`src/design/pls_pkg.sv`:
```
// ----------------------------------------------------------------------------
// pls_pkg
// Shared types and codes for the positional list store.
// ----------------------------------------------------------------------------
`default_nettype none

package pls_pkg;

	localparam int CMD_W = 3;
	localparam int POS_W = 6;
	localparam int VAL_W = 64;
	localparam int ST_W  = 2;
	localparam int CNT_W = 7;
	localparam int IDX_W = 6;

	localparam logic [CMD_W-1:0] CMD_LOAD   = 3'd0;
	localparam logic [CMD_W-1:0] CMD_DUMP   = 3'd1;
	localparam logic [CMD_W-1:0] CMD_INSERT = 3'd2;
	localparam logic [CMD_W-1:0] CMD_UPDATE = 3'd3;
	localparam logic [CMD_W-1:0] CMD_DELETE = 3'd4;

	localparam logic [ST_W-1:0] ST_OK      = 2'd0;
	localparam logic [ST_W-1:0] ST_INVALID = 2'd1;
	localparam logic [ST_W-1:0] ST_FULL    = 2'd2;

	typedef struct packed {
		logic [CMD_W-1:0]        command;
		logic [POS_W-1:0]        position;
		logic signed [VAL_W-1:0] value;
		logic                    first;
	} item_t;

	typedef struct packed {
		logic signed [VAL_W-1:0] value_res;
		logic                    is_element;
		logic [ST_W-1:0]         status;
		logic [CNT_W-1:0]        count;
		logic                    last;
	} result_t;

	typedef struct packed {
		logic             exec;
		logic             emit;
		logic             last;
		logic [IDX_W-1:0] idx;
	} ctl_t;

	typedef struct packed {
		logic [CNT_W-1:0] count;
	} stat_t;

endpackage

`default_nettype wire

```
`src/design/pls_ctrl.sv`:
```
// ----------------------------------------------------------------------------
// pls_ctrl
// Command sequencer: accepts commands and steps through a dump.
// ----------------------------------------------------------------------------
`default_nettype none

module pls_ctrl #(
	parameter int DEPTH = 32
) (
	input  wire logic           clk,
	input  wire logic           arst_n,
	input  wire logic           start,
	input  wire pls_pkg::item_t item,
	input  wire pls_pkg::stat_t stat,
	output logic                busy,
	output pls_pkg::ctl_t       ctl
);

	localparam int IW = $clog2(DEPTH);

	localparam logic S_IDLE = 1'b0;
	localparam logic S_DUMP = 1'b1;

	logic          state_q;
	logic [IW-1:0] idx_q;
	logic          accept;
	logic          dump_last;

	assign busy      = (state_q == S_DUMP);
	assign accept    = start && !busy;
	assign dump_last = ((pls_pkg::CNT_W'(idx_q) + pls_pkg::CNT_W'(1)) == stat.count);

	always_comb begin
		ctl      = '0;
		ctl.idx  = pls_pkg::IDX_W'(idx_q);
		ctl.last = dump_last;
		unique case (state_q)
			S_IDLE: begin
				if (accept && (item.command inside {pls_pkg::CMD_LOAD, pls_pkg::CMD_DUMP,
						pls_pkg::CMD_INSERT, pls_pkg::CMD_UPDATE, pls_pkg::CMD_DELETE})) begin
					// empty dump answers with a single status reply
					ctl.exec = !((item.command == pls_pkg::CMD_DUMP) &&
						(stat.count != '0));
				end
			end
			S_DUMP: begin
				ctl.emit = 1'b1;
			end
			default: begin
				ctl = '0;
			end
		endcase
	end

	always_ff @(posedge clk or negedge arst_n) begin
		if (!arst_n) begin
			state_q <= S_IDLE;
			idx_q   <= '0;
		end else begin
			unique case (state_q)
				S_IDLE: begin
					if (accept && (item.command == pls_pkg::CMD_DUMP) &&
							(stat.count != '0)) begin
						state_q <= S_DUMP;
						idx_q   <= '0;
					end
				end
				S_DUMP: begin
					if (dump_last) begin
						state_q <= S_IDLE;
					end else begin
						idx_q <= idx_q + IW'(1);
					end
				end
				default: begin
					state_q <= S_IDLE;
				end
			endcase
		end
	end

endmodule

`default_nettype wire

```
`config.mk`:
```
export PLATFORM = sky130hd
export DESIGN_NAME = pls_ctrl
export DESIGN_NICKNAME = d
export VERILOG_FILES = /design/src/design/pls_pkg.sv /design/src/design/pls_ctrl.sv
export SDC_FILE = /design/constraint.sdc
export NUM_CORES = 1
export LEC_CHECK = 0
export ABC_AREA = 1
export BUFFER_PORTS_ARGS = -buffer_cell sky130_fd_sc_hd__buf_2
export CORE_UTILIZATION = 29
export DETAILED_ROUTE_END_ITERATION = 10
export PLACE_DENSITY = 0.95
export SLEW_MARGIN = 20
export SYNTH_ARGS = -nofsm -noshare
export SYNTH_HDL_FRONTEND = slang
export SYNTH_SLANG_ARGS = --single-unit
```
`constraint.sdc`:
```
create_clock -name clk -period 3.29 [get_ports clk]
set_clock_uncertainty 0.15 [all_clocks]
set_input_delay 0.329 -clock clk [delete_from_list [all_inputs] [get_ports clk]]
set_output_delay 0.329 -clock clk [all_outputs]
set_load 0.02 [all_outputs]
```
==> reports/metrics.csv, run 1 <==
stage,metric,value,unit
status,status,"finished, final reports clean",
min_path,hold crit path type,in -> async,
grt,total grt overflow,0,
die,die area,0.00209,mm2
sta,min Tclk post-route,2.26,ns
clock_network,Skew-Pair Late Insertion Delay,0.23,ns
finish,layout cells sized above 1,0.318,
synthesis,"Warnings, synthesis",0,
clock_network,# H-tree levels,1,
die,Chip Height,45.7,um
detailed_routing,DRT iter0 DRCs,7,
critical_path,Worst Path Required,2.81,ns
synthesis,"Async S/R FF share, synth",1.00,
synthesis,cell count after synthesis,85,
pwr,Cell Pwr Density,620,mW/mm2
synthesis,Synth Flop Type,dfrtp_1,
synthesis,Post-synth top cells,"27 x nand2_1, 11 x inv_1, 9 x nand3_1, 7 x nor2_1, 6 x dfrtp_1",
grt,first-pass GRT wire length,2030,um
critical_path,Setup crit start kind,flop,
grt,vias in the first global route,513,
pwr,Static Leak,0.389,nW
synthesis,largest cells by area after synthesis,"dfrtp_1 27%, nand2_1 18%, nand3_1 8.1%",
die,Top Ports,94,
synthesis,number of flops mapped to enable cells by yosys,0,
synthesis,top-area cell type share of the netlist area,0.271,
sta,Max Slew Vio Count,0,
detailed_routing,routed len/inst,10.0,um
pwr,total power,0.434,mW
critical_path,CP Class,reg -> out,
critical_path,worst-path maximum fanout,6,
synthesis,Avg Synthesized Cell Area,6.51,um2
die,core box area,0.00176,mm2
die,initial core utilization,0.313,
job,max cap viols,0,
detailed_routing,WL final,1320,um
pwr,Max VDD drop,0.311,mV
clock_network,Post-CTS Hold Buffers,1,
synthesis,Netlist cell types,23,
sta,RSZ-0062 raised after global routing,no,
grt,largest net degree at the start of global routing,7,
clock_network,Clock transition at path regs,0.04,ns
sta,maximum clock rate,442,MHz
clock_network,clock tree buffer depth,2,
die,Site Rows,15,
placement,gpl congestion,0.824,
placement,hpwl dp,1150,um
clock_network,number of buffers created by CTS,3,
sta,Setup Total Neg Slack,0,ns
grt,GRT Total Usage,0.138,
clock_network,# Post-CTS Setup Buffers,0,
synthesis,sequential share of the synthesized area,0.271,
detailed_routing,ANT nets after route,0,
critical_path,CP Capture Type,primary output,
clock_network,clock root cell,clkbuf_4,
grt,initial antenna violation count,0,
sta,setup violators final,0,
detailed_routing,routed vias,580,
synthesis,"count leader, synth",nand2_1,
finish,Layout fillers,201,
finish,nets,194,
finish,Antenna Cells,0,
die,die width,45.7,um
sta,crit share post-route,0.688,
clock_network,cts repair resizes,0,
detailed_routing,via/cell ratio,4.39,
placement,Port Buffer Count,21,
synthesis,cell taking the most area after synthesis,dfrtp_1,
finish,Syn-to-layout area delta,26.5,%
synthesis,#FFs+latches synth,6,
clock_network,CTS tree,done,
clock_network,CTS Sinks,6,
sta,Hold WS,0.285,ns
critical_path,Worst EP arrival,1.78,ns
sta,Final Hold Viols,0,
synthesis,mapped cell area,553,um2
synthesis,syn nets,170,
detailed_routing,DRC,0,
detailed_routing,drt first pass iters,4,
placed cells by master, fill, tap and decap left out:
master         count
o21ai_2            1
conb_1             1
nor2_2             2
inv_2              1
nor3_1             2
buf_2             21
nand3b_1           2
a21oi_1            1
nand2_1           27
nor4_1             1
nand2_4            2
a21oi_2            1
dlygate4sd3_1      1
clkbuf_4           3
nand2_2            2
inv_1             11
o21a_1             1
o21ai_1            1
nor2_1             7
nand3_1            9
nand4_1            1
ha_1               1
dfrtp_1            6
xnor2_1            1
nand3_4            1
path summary, 6_finish.rpt:
path / startpoint / endpoint / slack, ns / cells after the start
min in group clk: start / busy / 0.32 / 3
max in group asynchronous: arst_n / idx_q[3] / 2.57 / 2
worst max-delay path: idx_q[0] / ctl[6] / 1.03 / 10
worst min-delay path: arst_n / idx_q[2] / 0.28 / 2
worst min register to register: idx_q[4] / idx_q[4] / 0.45 / 2
worst max register to register: idx_q[0] / idx_q[1] / 1.39 / 12
per-layer routing:
| layer | up-vias | track usage | share of wire |
|---|---|---|---|
| met2 | 10 | 0.249 | 0.54 |
| met5 | - | 0 | 0 |
| met1 | 258 | 0.148 | 0.42 |
| met3 | 2 | 0.0238 | 0.021 |
| li1 | 310 | - | - |
| met4 | 0 | 0.0848 | 0.013 |
worst max-delay path, cell delays in order, from the launching register on:
cell      delay [ns]
dfrtp_1         0.44
ha_1            0.37
inv_1           0.05
nand2_1         0.05
nand3b_1        0.07
nor2_1          0.09
nand3_1         0.09
nor2_2          0.09
nand2_2         0.08
inv_1           0.05
buf_2           0.15
kinds of logic after synthesis:
logic type / count (synthesis) / share of synthesized area
compound gates: 5 / 0.0633
other cells: 1 / 0.00678
xor+xnor: 1 / 0.0158
simple gates: 56 / 0.498
fa+ha+maj: 1 / 0.0226
flops: 6 / 0.271
buf+inv: 15 / 0.122
state kept, by name (all words and copies together) (netlist names):
register	flops
busy	1
idx_q	5
metrics by stage:
step                instance area [um2]  utilization  instances  setup slack (ns)
floorplan                           553            -         85              1.34
global placement                    667        0.378        128              1.31
detailed placement                  667        0.378        128              1.28
CTS                                 699        0.396        132              1.01
global route                        699        0.396        132             0.833
finish                              699        0.396        132              1.03
power by group:
part	internal, mW	switching, mW	leakage [nW]
combinational	0.0832	0.158	0.298
sequential	0.0962	0.0333	0.0775
clock	0.0410	0.0226	0.0138
total	0.220	0.214	0.389
area by class of cell:
class	count	area, um2	area share
multi-input cells	64	335	0.479
clock buffers	3	22.5	0.0322
well taps	25	31.3	0.0447
inverters	12	45.0	0.0644
repair buffers	22	115	0.165
flip-flops and latches	6	150	0.215
Note: power is estimated with default switching activity, not from simulation.
==> inputs of run 2 (changes only) <==
--- a/config.mk
+++ b/config.mk
@@ -7,9 +7,9 @@
 export LEC_CHECK = 0
 export ABC_AREA = 1
 export BUFFER_PORTS_ARGS = -buffer_cell sky130_fd_sc_hd__buf_2
-export CORE_UTILIZATION = 29
+export CORE_UTILIZATION = 27
 export DETAILED_ROUTE_END_ITERATION = 10
-export PLACE_DENSITY = 0.95
+export PLACE_DENSITY = 0.9
 export SLEW_MARGIN = 20
 export SYNTH_ARGS = -nofsm -noshare
 export SYNTH_HDL_FRONTEND = slang
==> constraint.sdc (replaced) <==
create_clock -name clk -period 2.1 [get_ports clk]
set_clock_uncertainty 0.15 [all_clocks]
set_input_delay 0.21 -clock clk [delete_from_list [all_inputs] [get_ports clk]]
set_output_delay 0.21 -clock clk [all_outputs]
set_load 0.02 [all_outputs]
==> reports/metrics.csv, run 2 (same netlist as run 1, synthesis figures left out) <==
stage,metric,value,unit
finish,Final Util,0.385,
clock_network,clock root cell,clkbuf_4,
die,initial core utilization,0.285,
critical_path,Setup crit start kind,flop,
finish,layout cells sized above 1,0.391,
grt,initial antenna violation count,0,
finish,Syn-to-layout area delta,35.3,%
critical_path,cell mode on critical path,inv_2,
sta,Max Slew Vio Count,0,
clock_network,Clock transition at path regs,0.04,ns
die,Top Ports,94,
clock_network,number of buffers created by CTS,3,
detailed_routing,via/cell ratio,4.35,
detailed_routing,ANT nets after route,0,
finish,Antenna Cells,0,
placement,gpl congestion,0.820,
sta,maximum clock rate,503,MHz
critical_path,CP Class,reg -> out,
detailed_routing,DRC,0,
sta,crit share post-route,0.947,
placement,Setup WS pre-CTS,0.209,ns
sta,final worst slack,0.111,ns
finish,nets,197,
critical_path,max incr delay on CP,0.44,ns
grt,largest net degree at the start of global routing,7,
critical_path,worst-path maximum fanout,5,
sta,Final Hold Viols,0,
grt,vias in the first global route,510,
detailed_routing,DRT iter0 DRCs,12,
sta,RSZ-0062 raised after global routing,yes,
status,status,"finished, final reports clean",
sta,Setup Total Neg Slack,0,ns
grt,total grt overflow,0,
placement,Port Buffer Count,21,
clock_network,CTS tree,done,
critical_path,worst path buffer plus inverter count,3,
placement,hpwl dp,1110,um
clock_network,# H-tree levels,1,
critical_path,Worst Path Required,1.74,ns
die,die width,47.3,um
die,Site Rows,16,
pwr,Max VDD drop,0.463,mV
clock_network,clock tree buffer depth,2,
critical_path,"Slowest-stage cell, CP",dfrtp_2,
critical_path,Worst EP arrival,1.63,ns
finish,"most common cell after layout, fill and taps aside",nand2_1,
pwr,total power,0.743,mW
die,core box area,0.00194,mm2
detailed_routing,drt first pass iters,4,
critical_path,"Critical Path, Cell by Cell","ha_4, inv_2, nand2_1, nand3b_1, nor2_1, nand3_1, nor2_2, nand2_2, inv_2, buf_6",
pwr,Static Leak,0.396,nW
critical_path,CP top delay family,simple AND/OR/NAND/NOR gates,
sta,Hold WS,0.168,ns
detailed_routing,routed len/inst,9.49,um
grt,first-pass GRT wire length,1920,um
pwr,Cell Pwr Density,994,mW/mm2
clock_network,Skew-Pair Late Insertion Delay,0.24,ns
finish,max FFs per register,5,
clock_network,CTS Sinks,6,
finish,Top reg by flops,idx_q,
die,Chip Height,47.3,um
sta,min Tclk post-route,1.99,ns
detailed_routing,routed vias,596,
detailed_routing,WL final,1300,um
finish,"commonest cells after routing, fill and taps aside","26 x nand2_1, 20 x buf_2, 9 x inv_1, 9 x nand3_1, 7 x nor2_1",
job,max cap viols,0,
grt,GRT Total Usage,0.121,
critical_path,CP Capture Type,primary output,
die,die area,0.00223,mm2
sta,setup violators final,0,
min_path,hold crit path type,in -> async,
run 2: changes by cell type in the layout (fill, tap and decap cells not counted), moves of 2 or more:
cell,previous run,this run
buf_4,0,3
dfrtp_1,6,4
dfrtp_2,0,2
inv_1,11,9
inv_2,1,3
run 2: layer usage:
layer / wire (um) / GRT usage / vias up
li1: - / - / 316
met1: 571 / 0.139 / 264
met2: 678 / 0.219 / 16
met5: 0 / 0 / -
met4: 0 / 0.0629 / 0
met3: 50 / 0.0115 / 0
run 2: final timing paths:
kind | start | endpoint | slack [ns] | cells past startpoint
max in group asynchronous | arst_n | idx_q[1] | 1.48 | 2
hold reg to reg | idx_q[0] | idx_q[0] | 0.45 | 2
setup reg to reg | idx_q[0] | idx_q[1] | 0.17 | 13
min in group clk | start | busy | 0.19 | 3
setup / recovery | idx_q[0] | ctl[6] | 0.11 | 10
hold / removal | arst_n | idx_q[2] | 0.17 | 2
run 2: power breakdown:
group	internal, mW	leakage (nW)	switching [mW]
registers	0.154	0.0750	0.0552
clock network	0.0642	0.0138	0.0358
logic	0.174	0.307	0.260
total	0.392	0.396	0.351
run 2: what timing repair did:
action	4_1_cts	5_1_grt
resized for setup	2	6
endpoints found under the hold margin	6	0
hold buffers	1	0
cloned	0	0
setup buffers	0	3
pin swaps	0	4
setup endpoints to repair	1	1
run 2: per-stage QoR:
stage	cell area, um2	std cells
2_1_floorplan	553	85
3_3_place_gp	669	130
3_5_place_dp	669	130
4_1_cts	716	134
5_1_grt	748	137
6_report	748	137
run 2: area by class of cell:
type / count / area (um2)
Multi-Input combinational cell: 64 / 350
Fill cell: 216 / 1190
Tap cell: 27 / 33.8
Clock buffer: 3 / 22.5
Timing Repair Buffer: 25 / 144
Sequential cell: 6 / 153
Inverter: 12 / 45.0
==> inputs of run 3 (changes only) <==
--- a/config.mk
+++ b/config.mk
@@ -7,9 +7,10 @@
 export LEC_CHECK = 0
 export ABC_AREA = 1
 export BUFFER_PORTS_ARGS = -buffer_cell sky130_fd_sc_hd__buf_2
-export CORE_UTILIZATION = 27
+export CORE_UTILIZATION = 29
+export CTS_BUF_LIST = sky130_fd_sc_hd__clkbuf_16
 export DETAILED_ROUTE_END_ITERATION = 10
-export PLACE_DENSITY = 0.9
+export PLACE_DENSITY = 0.95
 export SLEW_MARGIN = 20
 export SYNTH_ARGS = -nofsm -noshare
 export SYNTH_HDL_FRONTEND = slang
==> constraint.sdc (replaced) <==
create_clock -name clk -period 2.3 [get_ports clk]
set_clock_uncertainty 0.15 [all_clocks]
set_input_delay 0.23 -clock clk [delete_from_list [all_inputs] [get_ports clk]]
set_output_delay 0.23 -clock clk [all_outputs]
set_load 0.02 [all_outputs]
==> reports/metrics.csv, run 3 (same netlist as run 1, synthesis figures left out) <==
stage,metric,value,unit
status,status,"finished, final reports clean",
grt,largest net degree at the start of global routing,7,
grt,total grt overflow,0,
clock_network,Clock transition at path regs,0.03,ns
detailed_routing,ANT nets after route,0,
finish,"commonest cells after routing, fill and taps aside","27 x nand2_1, 21 x buf_2, 11 x inv_1",
detailed_routing,routed vias,580,
sta,Final Hold Viols,0,
die,die width,45.7,um
critical_path,CP Capture Type,primary output,
clock_network,CTS tree,done,
critical_path,R2R setup slack,0.42,ns
sta,min Tclk post-route,2.13,ns
critical_path,worst-path maximum fanout,6,
sta,RSZ-0062 raised after global routing,no,
placement,gpl congestion,0.824,
grt,first-pass GRT wire length,2030,um
finish,nets,194,
placement,Port Buffer Count,21,
die,die area,0.00209,mm2
die,Chip Height,45.7,um
critical_path,Worst Setup SP,idx_q[0],
critical_path,CP Class,reg -> out,
detailed_routing,drt first pass iters,4,
min_path,hold crit path type,in -> async,
detailed_routing,DRT iter0 DRCs,7,
detailed_routing,DRC,0,
die,initial core utilization,0.313,
pwr,Max VDD drop,0.562,mV
critical_path,Setup crit start kind,flop,
critical_path,Critical R2R Launch,idx_q[0],
sta,Max Slew Vio Count,0,
placement,Cells after DPL,128,
grt,initial antenna violation count,0,
detailed_routing,via/cell ratio,4.39,
die,Top Ports,94,
detailed_routing,routed len/inst,10.1,um
die,Site Rows,15,
pwr,Static Leak,0.411,nW
clock_network,Skew-Pair Late Insertion Delay,0.22,ns
finish,Post-Layout Cell Count,132,
finish,Layout fillers,197,
clock_network,number of buffers created by CTS,3,
sta,maximum clock rate,470,MHz
critical_path,Worst Path Required,1.92,ns
pwr,Cell Pwr Density,1070,mW/mm2
sta,Setup Total Neg Slack,0,ns
pwr,total power,0.805,mW
placement,hpwl dp,1150,um
job,max cap viols,0,
finish,Antenna Cells,0,
clock_network,# H-tree levels,1,
clock_network,clock tree buffer depth,2,
finish,Final Util,0.427,
sta,Hold WS,0.201,ns
finish,Syn-to-layout area delta,36.2,%
grt,GRT Total Usage,0.137,
finish,"most common cell after layout, fill and taps aside",nand2_1,
clock_network,# Post-CTS Setup Buffers,0,
die,core box area,0.00176,mm2
finish,layout cells sized above 1,0.327,
grt,vias in the first global route,509,
sta,crit share post-route,0.925,
detailed_routing,WL final,1330,um
finish,max FFs per register,5,
finish,Top reg by flops,idx_q,
clock_network,CTS Sinks,6,
sta,setup violators final,0,
clock_network,clock root cell,clkbuf_16,
critical_path,Worst EP arrival,1.75,ns
==> run 3: layout make-up <==
cell class / instances / area (um2) / share of cell area
repair buffers: 22 / 115 / 0.153
inverters: 12 / 45.0 / 0.0598
clock buffers: 3 / 75.1 / 0.0997
well taps: 25 / 31.3 / 0.0415
multi-input cells: 64 / 335 / 0.445
flip-flops and latches: 6 / 151 / 0.201
==> run 3: final timing paths <==
path | endpoint | cells after the start
min in group clk | busy | 3
max reg2reg | idx_q[1] | 12
max | ctl[6] | 10
min reg2reg | idx_q[4] | 2
max in group asynchronous | idx_q[0] | 2
min | busy | 2
==> run 3: power by group <==
part | leakage, nW | total (mW) | internal (mW) | switching, mW
Clock | 0.0370 | 0.272 | 0.222 | 0.0495
Sequential | 0.0763 | 0.187 | 0.140 | 0.0477
Combinational | 0.298 | 0.346 | 0.119 | 0.226
==> run 3: critical path: stages, from the launching register on <==
cell	delay (ns)
dfrtp_2	0.44
ha_1	0.35
inv_1	0.05
nand2_1	0.05
nand3b_1	0.07
nor2_1	0.09
nand3_1	0.09
nor2_2	0.09
nand2_2	0.08
inv_1	0.05
buf_2	0.15
==> run 3: repair_timing <==
item / 4_1_cts / 5_1_grt
resized for setup: 0 / 1
endpoints found under the hold margin: 6 / 0
setup endpoints to repair: 0 / 1
hold buffers: 1 / 0
==> run 3: through the flow <==
stage | cell area, um2 | setup WS (ns)
after floorplan | 553 | 0.445
after detailed placement | 667 | 0.387
after CTS | 752 | 0.143
final | 753 | 0.174
after global routing | 753 | 0.0177
after global placement | 667 | 0.422
==> run 3: layer usage <==
metal | part of all wire | track usage | up-vias
met5 | 0 | 0 | -
met2 | 0.55 | 0.249 | 10
met1 | 0.42 | 0.150 | 257
li1 | - | - | 311
met3 | 0.019 | 0.0119 | 2
met4 | 0.013 | 0.0848 | 0
